**config.mk**
```make
export PLATFORM = sky130hd
export DESIGN_NAME = multi_axis_servo_interpolator_core_flat
export DESIGN_NICKNAME = d
export VERILOG_FILES = /design/src/msi_pkg.sv /design/src/msi_if.sv /design/src/msi_lane.sv /design/src/msi_merge.sv /design/src/multi_axis_servo_interpolator_core.sv /design/src/flat_wrapper.sv
export SDC_FILE = /design/constraint.sdc
export NUM_CORES = 2
export LEC_CHECK = 0
export BUFFER_PORTS_ARGS = -buffer_cell sky130_fd_sc_hd__buf_2
export CAP_MARGIN = 20
export CORE_MARGIN = 4
export CORE_UTILIZATION = 45
export CTS_BUF_LIST = sky130_fd_sc_hd__clkbuf_4
export DETAILED_ROUTE_END_ITERATION = 12
export GPL_TIMING_DRIVEN = 0
export PLACE_DENSITY = 0.65
export SLEW_MARGIN = 20
export SYNTH_ARGS = -nofsm -noshare
export SYNTH_HDL_FRONTEND = slang
export SYNTH_SLANG_ARGS = --single-unit
```
**constraint.sdc**
```tcl
create_clock -name clock -period 15.5 [get_ports clock]
set_clock_uncertainty 0.2 [all_clocks]
set_input_delay 0.775 -clock clock [delete_from_list [all_inputs] [get_ports clock]]
set_output_delay 0.775 -clock clock [all_outputs]
set_load 0.005 [all_outputs]
```
**src/msi_pkg.sv**
```systemverilog
// Package: shared constants, types and helpers of the servo interpolator.
`default_nettype none
package msi_pkg;
   localparam int LEG_CHANNELS = 8;
   localparam int FRAC_BITS    = 16;
   localparam int ANGLE_MAX    = 180;
   localparam int ANGLE_W      = 8;
   localparam int POS_W        = ANGLE_W + FRAC_BITS;
   localparam int INC_W        = POS_W + 1;
   localparam int DCNT_W       = $clog2(POS_W);

   localparam logic OP_LOAD = 1'b0;
   localparam logic OP_TICK = 1'b1;

   typedef logic [ANGLE_W-1:0] angle_type;

   typedef enum logic [2:0] {
      S_IDLE,
      S_MAX,
      S_CHK,
      S_DIV,
      S_WR,
      S_OUT
   } state_type;

   typedef struct packed {
      logic load;
      logic snap;
      logic tick;
      logic div_start;
      logic div_step;
      logic inc_write;
   } lane_cmd_type;

   // clamp an angle to the servo range
   function automatic angle_type sat_angle(input angle_type a);
      return (a > angle_type'(ANGLE_MAX)) ? angle_type'(ANGLE_MAX) : a;
   endfunction

   // setup posture: 80/100/100/80 repeating by channel
   function automatic angle_type posture(input int idx);
      return ((idx % 4 == 0) || (idx % 4 == 3)) ? sat_angle(angle_type'(80))
                                                : sat_angle(angle_type'(100));
   endfunction
endpackage
`default_nettype wire

```
**src/msi_if.sv**
```systemverilog
// Interfaces: request and response channels of the servo interpolator.
`default_nettype none
interface msi_req_if;
   logic                 valid;
   logic                 ready;
   logic                 opcode;
   msi_pkg::angle_type   target_0;
   msi_pkg::angle_type   target_1;
   msi_pkg::angle_type   target_2;
   msi_pkg::angle_type   target_3;
   msi_pkg::angle_type   target_4;
   msi_pkg::angle_type   target_5;
   msi_pkg::angle_type   target_6;
   msi_pkg::angle_type   target_7;
   msi_pkg::angle_type   target_head;
   modport source (output valid, opcode, target_0, target_1, target_2, target_3,
                   target_4, target_5, target_6, target_7, target_head, input ready);
   modport sink   (input valid, opcode, target_0, target_1, target_2, target_3,
                   target_4, target_5, target_6, target_7, target_head, output ready);
endinterface

interface msi_rsp_if;
   logic                 valid;
   logic                 ready;
   msi_pkg::angle_type   angle_0;
   msi_pkg::angle_type   angle_1;
   msi_pkg::angle_type   angle_2;
   msi_pkg::angle_type   angle_3;
   msi_pkg::angle_type   angle_4;
   msi_pkg::angle_type   angle_5;
   msi_pkg::angle_type   angle_6;
   msi_pkg::angle_type   angle_7;
   msi_pkg::angle_type   angle_head;
   logic                 busy_res;
   modport source (output valid, angle_0, angle_1, angle_2, angle_3, angle_4, angle_5,
                   angle_6, angle_7, angle_head, busy_res, input ready);
   modport sink   (input valid, angle_0, angle_1, angle_2, angle_3, angle_4, angle_5,
                   angle_6, angle_7, angle_head, busy_res, output ready);
endinterface
`default_nettype wire

```
**src/msi_lane.sv**
```systemverilog
// One leg lane: position, goal, increment and a bit-serial divider.
`default_nettype none
module msi_lane (
   input  wire logic                      clock,
   input  wire logic                      reset,
   input  wire msi_pkg::lane_cmd_type     cmd,
   input  wire msi_pkg::angle_type        target,
   input  wire msi_pkg::angle_type        reset_goal,
   input  wire msi_pkg::angle_type        divisor,
   output      msi_pkg::angle_type        mag,
   output      msi_pkg::angle_type        angle
);
   logic [msi_pkg::POS_W-1:0]    pos_ff, pos_in;
   logic [msi_pkg::INC_W-1:0]    inc_ff, inc_in;
   msi_pkg::angle_type           goal_ff, goal_in;
   logic [msi_pkg::POS_W-1:0]    num_ff, num_in;
   msi_pkg::angle_type           rem_ff, rem_in;
   logic                         neg_ff, neg_in;

   logic [msi_pkg::INC_W-1:0]    diff_raw;
   logic [msi_pkg::INC_W-1:0]    diff_abs;
   msi_pkg::angle_type           tgt_sat;
   logic [msi_pkg::ANGLE_W:0]    trial;
   logic                         qbit;

   // signed distance from present position to goal
   always_comb begin
      tgt_sat  = msi_pkg::sat_angle(target);
      diff_raw = {1'b0, goal_ff, {msi_pkg::FRAC_BITS{1'b0}}} - {1'b0, pos_ff};
      diff_abs = diff_raw[msi_pkg::INC_W-1] ? (~diff_raw + 1'b1) : diff_raw;
      mag      = diff_abs[msi_pkg::POS_W-1:msi_pkg::FRAC_BITS];
      angle    = pos_ff[msi_pkg::POS_W-1:msi_pkg::FRAC_BITS];
      trial    = {rem_ff, num_ff[msi_pkg::POS_W-1]};
      qbit     = (trial >= {1'b0, divisor});
   end

   // next state of the lane
   always_comb begin
      pos_in  = pos_ff;
      inc_in  = inc_ff;
      goal_in = goal_ff;
      num_in  = num_ff;
      rem_in  = rem_ff;
      neg_in  = neg_ff;
      if (cmd.load) begin
         goal_in = tgt_sat;
      end
      if (cmd.load && cmd.snap) begin
         pos_in = {tgt_sat, {msi_pkg::FRAC_BITS{1'b0}}};
      end else if (cmd.snap) begin
         pos_in = {goal_ff, {msi_pkg::FRAC_BITS{1'b0}}};
      end else if (cmd.tick) begin
         pos_in = pos_ff + inc_ff[msi_pkg::POS_W-1:0];
      end
      if (cmd.div_start) begin
         num_in = diff_abs[msi_pkg::POS_W-1:0];
         rem_in = '0;
         neg_in = diff_raw[msi_pkg::INC_W-1];
      end else if (cmd.div_step) begin
         rem_in = qbit ? msi_pkg::angle_type'(trial - {1'b0, divisor})
                       : trial[msi_pkg::ANGLE_W-1:0];
         num_in = {num_ff[msi_pkg::POS_W-2:0], qbit};
      end
      if (cmd.inc_write) begin
         inc_in = neg_ff ? (~{1'b0, num_ff} + 1'b1) : {1'b0, num_ff};
      end
   end

   // lane registers
   always_ff @(posedge clock) begin
      if (reset) begin
         pos_ff  <= {reset_goal, {msi_pkg::FRAC_BITS{1'b0}}};
         inc_ff  <= '0;
         goal_ff <= reset_goal;
      end else begin
         pos_ff  <= pos_in;
         inc_ff  <= inc_in;
         goal_ff <= goal_in;
      end
      num_ff <= num_in;
      rem_ff <= rem_in;
      neg_ff <= neg_in;
   end
endmodule
`default_nettype wire

```
**src/msi_merge.sv**
```systemverilog
// Merge stage: registered maximum of the lane distances.
`default_nettype none
module msi_merge (
   input  wire logic                                               clock,
   input  wire msi_pkg::angle_type [msi_pkg::LEG_CHANNELS-1:0]     mags,
   output      msi_pkg::angle_type                                 max_out
);
   msi_pkg::angle_type max_ff, max_in;

   // fold over the lanes
   always_comb begin
      max_in = '0;
      for (int i = 0; i < msi_pkg::LEG_CHANNELS; i++) begin
         if (mags[i] > max_in) begin
            max_in = mags[i];
         end
      end
   end

   always_ff @(posedge clock) begin
      max_ff <= max_in;
   end

   assign max_out = max_ff;
endmodule
`default_nettype wire

```
**src/multi_axis_servo_interpolator_core.sv**
```systemverilog
// Top level: eight leg lanes, merge stage, sequencer, head channel, response register.
// A tick transfer steps the legs or the head, then loads the response register. A load
// transfer with smoothing on sets the goals, registers the maximum over the
// lanes, checks it, runs the lanes' bit-serial dividers (one quotient bit per
// cycle across all lanes at once), writes the increments and loads the response
// register. A load with smoothing off snaps the legs to their goals; one with no
// whole-degree leg distance snaps them after the check. A response
// waits in its register until it is taken.
`default_nettype none
module multi_axis_servo_interpolator_core (
   input  wire logic  clock,
   input  wire logic  reset,
   msi_req_if.sink    req_ch,
   msi_rsp_if.source  rsp_ch,
   input  wire logic  csr_we,
   input  wire logic  csr_wdata
);
   msi_pkg::state_type      state_ff, state_in;
   logic                    smooth_ff;
   msi_pkg::angle_type      steps_ff, steps_in;
   msi_pkg::angle_type      head_pos_ff, head_pos_in;
   msi_pkg::angle_type      head_goal_ff, head_goal_in;
   logic [msi_pkg::DCNT_W-1:0] cnt_ff, cnt_in;
   logic                    rsp_valid_ff, rsp_valid_in;
   msi_pkg::angle_type [msi_pkg::LEG_CHANNELS-1:0] rsp_angle_ff;
   msi_pkg::angle_type      rsp_head_ff;
   logic                    rsp_busy_ff;

   msi_pkg::lane_cmd_type   cmd;
   msi_pkg::angle_type [msi_pkg::LEG_CHANNELS-1:0] targets;
   msi_pkg::angle_type [msi_pkg::LEG_CHANNELS-1:0] mags;
   msi_pkg::angle_type [msi_pkg::LEG_CHANNELS-1:0] angles;
   msi_pkg::angle_type      max_dist;
   logic                    acc;
   logic                    load_rsp;

   assign targets = {req_ch.target_7, req_ch.target_6, req_ch.target_5, req_ch.target_4,
                     req_ch.target_3, req_ch.target_2, req_ch.target_1, req_ch.target_0};

   // lanes
   for (genvar g = 0; g < msi_pkg::LEG_CHANNELS; g++) begin : g_lane
      msi_lane u_lane (
         .clock      (clock),
         .reset      (reset),
         .cmd        (cmd),
         .target     (targets[g]),
         .reset_goal (msi_pkg::posture(g)),
         .divisor    (max_dist),
         .mag        (mags[g]),
         .angle      (angles[g])
      );
   end

   msi_merge u_merge (
      .clock   (clock),
      .mags    (mags),
      .max_out (max_dist)
   );

   assign req_ch.ready = (state_ff == msi_pkg::S_IDLE);
   assign acc          = req_ch.valid && req_ch.ready;

   // sequencer
   always_comb begin
      state_in     = state_ff;
      steps_in     = steps_ff;
      head_pos_in  = head_pos_ff;
      head_goal_in = head_goal_ff;
      cnt_in       = cnt_ff;
      cmd          = '0;
      load_rsp     = 1'b0;
      rsp_valid_in = rsp_valid_ff && !rsp_ch.ready;
      unique case (state_ff)
         msi_pkg::S_IDLE: begin
            if (acc && req_ch.opcode == msi_pkg::OP_LOAD) begin
               cmd.load     = 1'b1;
               head_goal_in = msi_pkg::sat_angle(req_ch.target_head);
               if (!smooth_ff) begin
                  cmd.snap    = 1'b1;
                  steps_in    = '0;
                  head_pos_in = msi_pkg::sat_angle(req_ch.target_head);
                  state_in    = msi_pkg::S_OUT;
               end else begin
                  state_in = msi_pkg::S_MAX;
               end
            end else if (acc) begin
               if (steps_ff != '0) begin
                  cmd.tick = 1'b1;
                  cmd.snap = (steps_ff == msi_pkg::angle_type'(1));
                  steps_in = steps_ff - 1'b1;
               end else if (head_pos_ff < head_goal_ff) begin
                  head_pos_in = head_pos_ff + 1'b1;
               end else if (head_pos_ff > head_goal_ff) begin
                  head_pos_in = head_pos_ff - 1'b1;
               end
               state_in = msi_pkg::S_OUT;
            end
         end
         msi_pkg::S_MAX: begin
            state_in = msi_pkg::S_CHK;
         end
         msi_pkg::S_CHK: begin
            if (max_dist == '0) begin
               cmd.snap = 1'b1;
               steps_in = '0;
               state_in = msi_pkg::S_OUT;
            end else begin
               cmd.div_start = 1'b1;
               cnt_in        = '0;
               state_in      = msi_pkg::S_DIV;
            end
         end
         msi_pkg::S_DIV: begin
            cmd.div_step = 1'b1;
            cnt_in       = cnt_ff + 1'b1;
            if (cnt_ff == msi_pkg::DCNT_W'(msi_pkg::POS_W - 1)) begin
               state_in = msi_pkg::S_WR;
            end
         end
         msi_pkg::S_WR: begin
            cmd.inc_write = 1'b1;
            steps_in      = max_dist;
            state_in      = msi_pkg::S_OUT;
         end
         msi_pkg::S_OUT: begin
            if (!rsp_valid_ff || rsp_ch.ready) begin
               load_rsp     = 1'b1;
               rsp_valid_in = 1'b1;
               state_in     = msi_pkg::S_IDLE;
            end
         end
         default: begin
            state_in = msi_pkg::S_IDLE;
         end
      endcase
   end

   // control registers
   always_ff @(posedge clock) begin
      if (reset) begin
         state_ff     <= msi_pkg::S_IDLE;
         smooth_ff    <= 1'b1;
         steps_ff     <= '0;
         head_pos_ff  <= msi_pkg::sat_angle(msi_pkg::angle_type'(90));
         head_goal_ff <= msi_pkg::sat_angle(msi_pkg::angle_type'(90));
         rsp_valid_ff <= 1'b0;
      end else begin
         state_ff     <= state_in;
         steps_ff     <= steps_in;
         head_pos_ff  <= head_pos_in;
         head_goal_ff <= head_goal_in;
         rsp_valid_ff <= rsp_valid_in;
         if (csr_we) begin
            smooth_ff <= csr_wdata;
         end
      end
      cnt_ff <= cnt_in;
   end

   // response register
   always_ff @(posedge clock) begin
      if (load_rsp) begin
         rsp_angle_ff <= angles;
         rsp_head_ff  <= head_pos_ff;
         rsp_busy_ff  <= (steps_ff != '0) || (head_pos_ff != head_goal_ff);
      end
   end

   assign rsp_ch.valid      = rsp_valid_ff;
   assign rsp_ch.angle_0    = rsp_angle_ff[0];
   assign rsp_ch.angle_1    = rsp_angle_ff[1];
   assign rsp_ch.angle_2    = rsp_angle_ff[2];
   assign rsp_ch.angle_3    = rsp_angle_ff[3];
   assign rsp_ch.angle_4    = rsp_angle_ff[4];
   assign rsp_ch.angle_5    = rsp_angle_ff[5];
   assign rsp_ch.angle_6    = rsp_angle_ff[6];
   assign rsp_ch.angle_7    = rsp_angle_ff[7];
   assign rsp_ch.angle_head = rsp_head_ff;
   assign rsp_ch.busy_res   = rsp_busy_ff;

   // checks
   a_div_nonzero: assert property (@(posedge clock) disable iff (reset)
      (state_ff == msi_pkg::S_DIV) |-> (max_dist != '0))
      else $error("divider running with zero divisor");

   a_last_step: assert property (@(posedge clock) disable iff (reset)
      (acc && req_ch.opcode == msi_pkg::OP_TICK && steps_ff == msi_pkg::angle_type'(1))
      |=> (steps_ff == '0))
      else $error("final tick did not end leg motion");

   a_head_waits: assert property (@(posedge clock) disable iff (reset)
      ((steps_ff != '0) && !(acc && req_ch.opcode == msi_pkg::OP_LOAD))
      |=> $stable(head_pos_ff))
      else $error("head moved while legs still in motion");
endmodule
`default_nettype wire
```
**src/flat_wrapper.sv**
```systemverilog
// flat-port wrapper written by rule: the top's interface ports become plain ports
module multi_axis_servo_interpolator_core_flat 
  (clock, reset, csr_we, csr_wdata, req_ch_valid, req_ch_opcode, req_ch_target_0, req_ch_target_1, req_ch_target_2, req_ch_target_3, req_ch_target_4, req_ch_target_5, req_ch_target_6, req_ch_target_7, req_ch_target_head, req_ch_ready, rsp_ch_valid, rsp_ch_angle_0, rsp_ch_angle_1, rsp_ch_angle_2, rsp_ch_angle_3, rsp_ch_angle_4, rsp_ch_angle_5, rsp_ch_angle_6, rsp_ch_angle_7, rsp_ch_angle_head, rsp_ch_busy_res, rsp_ch_ready);
  msi_req_if req_ch_i ();
  msi_rsp_if rsp_ch_i ();
  input  wire logic clock;
  input  wire logic reset;
  input  wire logic csr_we;
  input  wire logic csr_wdata;
  input wire logic [$bits(req_ch_i.valid)-1:0] req_ch_valid;
  input wire logic [$bits(req_ch_i.opcode)-1:0] req_ch_opcode;
  input wire logic [$bits(req_ch_i.target_0)-1:0] req_ch_target_0;
  input wire logic [$bits(req_ch_i.target_1)-1:0] req_ch_target_1;
  input wire logic [$bits(req_ch_i.target_2)-1:0] req_ch_target_2;
  input wire logic [$bits(req_ch_i.target_3)-1:0] req_ch_target_3;
  input wire logic [$bits(req_ch_i.target_4)-1:0] req_ch_target_4;
  input wire logic [$bits(req_ch_i.target_5)-1:0] req_ch_target_5;
  input wire logic [$bits(req_ch_i.target_6)-1:0] req_ch_target_6;
  input wire logic [$bits(req_ch_i.target_7)-1:0] req_ch_target_7;
  input wire logic [$bits(req_ch_i.target_head)-1:0] req_ch_target_head;
  output wire logic [$bits(req_ch_i.ready)-1:0] req_ch_ready;
  output wire logic [$bits(rsp_ch_i.valid)-1:0] rsp_ch_valid;
  output wire logic [$bits(rsp_ch_i.angle_0)-1:0] rsp_ch_angle_0;
  output wire logic [$bits(rsp_ch_i.angle_1)-1:0] rsp_ch_angle_1;
  output wire logic [$bits(rsp_ch_i.angle_2)-1:0] rsp_ch_angle_2;
  output wire logic [$bits(rsp_ch_i.angle_3)-1:0] rsp_ch_angle_3;
  output wire logic [$bits(rsp_ch_i.angle_4)-1:0] rsp_ch_angle_4;
  output wire logic [$bits(rsp_ch_i.angle_5)-1:0] rsp_ch_angle_5;
  output wire logic [$bits(rsp_ch_i.angle_6)-1:0] rsp_ch_angle_6;
  output wire logic [$bits(rsp_ch_i.angle_7)-1:0] rsp_ch_angle_7;
  output wire logic [$bits(rsp_ch_i.angle_head)-1:0] rsp_ch_angle_head;
  output wire logic [$bits(rsp_ch_i.busy_res)-1:0] rsp_ch_busy_res;
  input wire logic [$bits(rsp_ch_i.ready)-1:0] rsp_ch_ready;
  assign req_ch_i.valid = req_ch_valid;
  assign req_ch_i.opcode = req_ch_opcode;
  assign req_ch_i.target_0 = req_ch_target_0;
  assign req_ch_i.target_1 = req_ch_target_1;
  assign req_ch_i.target_2 = req_ch_target_2;
  assign req_ch_i.target_3 = req_ch_target_3;
  assign req_ch_i.target_4 = req_ch_target_4;
  assign req_ch_i.target_5 = req_ch_target_5;
  assign req_ch_i.target_6 = req_ch_target_6;
  assign req_ch_i.target_7 = req_ch_target_7;
  assign req_ch_i.target_head = req_ch_target_head;
  assign req_ch_ready = req_ch_i.ready;
  assign rsp_ch_valid = rsp_ch_i.valid;
  assign rsp_ch_angle_0 = rsp_ch_i.angle_0;
  assign rsp_ch_angle_1 = rsp_ch_i.angle_1;
  assign rsp_ch_angle_2 = rsp_ch_i.angle_2;
  assign rsp_ch_angle_3 = rsp_ch_i.angle_3;
  assign rsp_ch_angle_4 = rsp_ch_i.angle_4;
  assign rsp_ch_angle_5 = rsp_ch_i.angle_5;
  assign rsp_ch_angle_6 = rsp_ch_i.angle_6;
  assign rsp_ch_angle_7 = rsp_ch_i.angle_7;
  assign rsp_ch_angle_head = rsp_ch_i.angle_head;
  assign rsp_ch_busy_res = rsp_ch_i.busy_res;
  assign rsp_ch_i.ready = rsp_ch_ready;
  multi_axis_servo_interpolator_core u_core (.clock(clock), .reset(reset), .req_ch(req_ch_i), .rsp_ch(rsp_ch_i), .csr_we(csr_we), .csr_wdata(csr_wdata));
endmodule
```
==> impl_metrics.tcl <==
set metrics [dict create \
    reg2reg_depth 68 \
    dp_hpwl_mm 166 \
    ys_ff_latch 827 \
    dieHeight_um 365 \
    slowest_delay_ns 0.59 \
    synth-xor-area-share_pct 10.4 \
    grt_pass1_vias 53000 \
    grt_pass1_wl_mm 326 \
    hold_start "req_ch_target_3[7]" \
    arrival_ns 16.02 \
    grt_usage_pct 32.3 \
    slew_viol_final 0 \
    core_area_sq_um 126000 \
    period_minus_slack_ns 15.06 \
    wl_per_cell_um 23.7 \
    syn_area_per_cell_sq_um 8.17 \
    wl_met1_mm 92.4 \
    cap_violations 0 \
    regToRegSetupSlack_ns 0.44 \
    end_kind "flip-flop" \
    synth_compound_area_share_pct 21.2 \
    fin_crit_sh_pct 97.2 \
    synth_mux_area_share_pct 1.15 \
    setup_viol 0 \
    synth_edf_count 278 \
    ys_top_cells_by_area "dfxtp_1 19%, edfxtp_1 15%, ha_1 8.7%" \
    nets 8072 \
    num_vias 57100 \
    synth_cell_type_count 102 \
    std_cell_rows 130 \
    hold_depth 4 \
    synth-adder-area-share_pct 9.28 \
    die_w_um 365 \
    cts_sinks 827 \
    drc_errors 0 \
    syn2layout_area_growth_pct 14.8 \
    grt.overflow.total 0 \
    synth_fp_nets 7509 \
    worstHoldPathType "input pin to flip-flop" \
    routed_wl_mm 224 \
    route.met3.wl_mm 26.2 \
    clkLatencyLatePin_ns 1.33 \
    pre_cts_ws_ns -2.87 \
    slowest_stage "or4b_4" \
    cp-start-kind "flip-flop" \
    grt_max_degree 91 \
    r2r-end "u_core.u_merge.max_out[0]$_DFF_P_" \
    path_common_cell "buf_4" \
    htree_levels 4 \
    synth_top_family_by_area "compound AO/OA/AOI/OAI gates" \
    routed-wl-met2_mm 93.0 \
    ant_nets 0 \
    antenna_found_initial 14 \
    synth_cells 7016 \
    syn_area_sq_um 57300 \
    clock.fmax_mhz 66.4 \
    port_buffers 153 \
    finalHoldViolCount 0 \
    fin_ws_ns 0.439 \
    initialDrtViolationCount 6843 \
    async_flop_share_pct 0 \
    synthSimpleGateAreaFrac_pct 19.7 \
    initial_core_util_pct 45.5 \
    clkTransAtPathRegs_ns 0.08 \
    avgViaCountPerCell 6.05 \
    cp_data_required_time_ns 16.46 \
    cts_root_buffer "clkbuf_4" \
    dieArea_sq_um 133000 \
    top_layer_used "met5" \
    r2r_start "u_core.g_lane[0].u_lane.pos_ff[0]$_SDFFE_PP0P_" \
    drt_pass1_iterations 9 \
    crit_path_max_fanout 10 \
    drive_gt1_share_pct 10.5 \
    seq_area_frac_synth_pct 33.7 \
    ys.flop_type "dfxtp_1" \
    place.gp.congestion 1.00 \
    clock_path_buffers 3 \
    status "completed" \
    synth_top_area_cell "dfxtp_1" \
    cts_tree "yes" \
    rsz0062_at_grt "yes" \
    slew_headroom_pct 8.79 \
    ys_warn_count 0 \
    cts_inserted_buffers 230 \
    fin_util_pct 52.2 \
    min_to "u_core.g_lane[3].u_lane.goal_ff[7]$_SDFFE_PP0P_" \
    setup_tns_ns 0 \
    worstMarginPinSlew_ns 1.37 \
    pin_count 154 \
    synth.top_cell.area_share_pct 19.2 \
    criticalPathCategory "flip-flop to flip-flop" \
]
-- worst max path at each step --
stage,startpoint,end,slack (ns),cells past startpoint
detailed placement,u_core.g_lane[1].u_lane.pos_ff[1]$_SDFFE_PP0P_,u_core.u_merge.max_out[3]$_DFF_P_,-2.87,71
CTS,u_core.g_lane[0].u_lane.pos_ff[0]$_SDFFE_PP0P_,u_core.u_merge.max_out[5]$_DFF_P_,0.02,73
finish,u_core.g_lane[0].u_lane.pos_ff[0]$_SDFFE_PP0P_,u_core.u_merge.max_out[0]$_DFF_P_,0.44,68
global placement,u_core.g_lane[0].u_lane.pos_ff[1]$_SDFFE_PP0P_,u_core.u_merge.max_out[3]$_DFF_P_,-2.81,74
floorplan,u_core.g_lane[0].u_lane.pos_ff[1]$_SDFFE_PP0P_,u_core.u_merge.max_out[5]$_DFF_P_,0.09,71
global route,u_core.g_lane[1].u_lane.pos_ff[0]$_SDFFE_PP0P_,u_core.u_merge.max_out[0]$_DFF_P_,-0.14,77
-- Yosys cell counts, drive strengths merged, types with 35 or more instances --
library cell / instances
nand2: 812
o21ai: 594
nor2: 582
a21oi: 553
dfxtp: 549
ha: 397
xnor2: 366
inv: 326
clkbuf: 324
xor2: 309
edfxtp: 278
a211oi: 214
nor3: 189
nand3: 165
or3: 102
a21o: 100
o31ai: 85
nor2b: 84
nand2b: 78
or4: 64
and3: 62
nor4: 53
a31oi: 51
buf: 45
and2: 43
nand4: 43
or2: 35
-- through the flow --
step | cell area, sq um | hold WS, ns | std cells
2_1_floorplan | 57300 | 0.208 | 7016
3_3_place_gp | 60200 | 0.239 | 8819
3_5_place_dp | 60600 | 0.248 | 8833
4_1_cts | 65200 | 0.0946 | 9401
5_1_grt | 65800 | 0.143 | 9438
6_report | 65800 | 0.197 | 9442
-- cells in the final DEF (no fill, tap or decap), types with 41 or more instances in the layout --
cell type | synthesis | routed
a211oi_1 | 211 | 210
a21o_1 | 100 | 100
a21oi_1 | 553 | 546
a31oi_1 | 51 | 49
and2_1 | 41 | 41
and3_1 | 62 | 60
buf_2 | 15 | 169
buf_4 | 0 | 50
clkbuf_1 | 324 | 285
clkbuf_4 | 0 | 353
clkinv_1 | 1 | 58
dfxtp_1 | 549 | 547
dlygate4sd3_1 | 0 | 118
edfxtp_1 | 278 | 278
ha_1 | 397 | 390
inv_1 | 325 | 322
nand2_1 | 812 | 810
nand2b_1 | 78 | 78
nand3_1 | 164 | 159
nand4_1 | 43 | 43
nor2_1 | 580 | 577
nor2b_1 | 84 | 84
nor3_1 | 187 | 186
nor4_1 | 48 | 45
o21ai_0 | 583 | 575
o31ai_1 | 83 | 81
or3_1 | 101 | 100
or4_1 | 61 | 59
xnor2_1 | 366 | 363
xor2_1 | 309 | 309
-- sequential cells by signal (all words and copies together) (netlist names), 64 cells and up --
signal and count:
u_core.g_lane.u_lane.num_ff 192, u_core.g_lane.u_lane.goal_ff 64, u_core.g_lane.u_lane.rem_ff 64, u_core.g_lane.u_lane.pos_ff 192, u_core.g_lane.u_lane.inc_ff 192
-- kinds of logic (layout without fill, tap and decap cells) --
logic type / count (synthesis) / count (layout)
AOI/OAI and AO/OA: 1961 / 1961
xor gates and xnor gates: 676 / 676
adders and majority gates: 415 / 415
buffers and inverters: 696 / 1462
DFF: 827 / 827
muxes: 60 / 60
other: 0 / 10
and+or+nand+nor: 2381 / 2381
-- critical path, delay by kind of cell (launching register included) --
family,cells,cell delay [ns]
xor gates and xnor gates,1,0.43
buffers and inverters,12,1.55
muxes,4,1.38
adders and majority gates,7,2.09
AOI/OAI and AO/OA,24,4.19
DFF,1,0.33
and+or+nand+nor,20,4.71
-- metal layers --
| layer | global-route usage, % | up-vias |
|---|---|---|
| li1 | - | 26500 |
| met3 | 8.42 | 561 |
| met5 | 0 | - |
| met1 | 43.4 | 27200 |
| met2 | 48.1 | 2872 |
| met4 | 16.1 | 10 |
-- repair_timing --
item | CTS | global route
setup buffers | 19 | 33
pin swaps | 13 | 36
hold buffers | 118 | 0
hold endpoints to repair | 147 | 0
cloned | 1 | 0
endpoints found under the setup margin | 8 | 8
resized for setup | 54 | 72
-- final cells by class --
type	count	area [sq um]
Inverter	327	1230
Fill cell	12100	60200
Buffer	363	1480
Antenna cell	10	25.0
Clock inverter	84	439
Timing Repair Buffer	337	2690
Clock buffer	351	2640
Tap cell	1650	2060
Multi-Input combinational cell	5493	35900
Sequential cell	827	19300
Power is not shown: default switching activity piles up to over one toggle a cycle in this logic, so the estimate is an artifact.
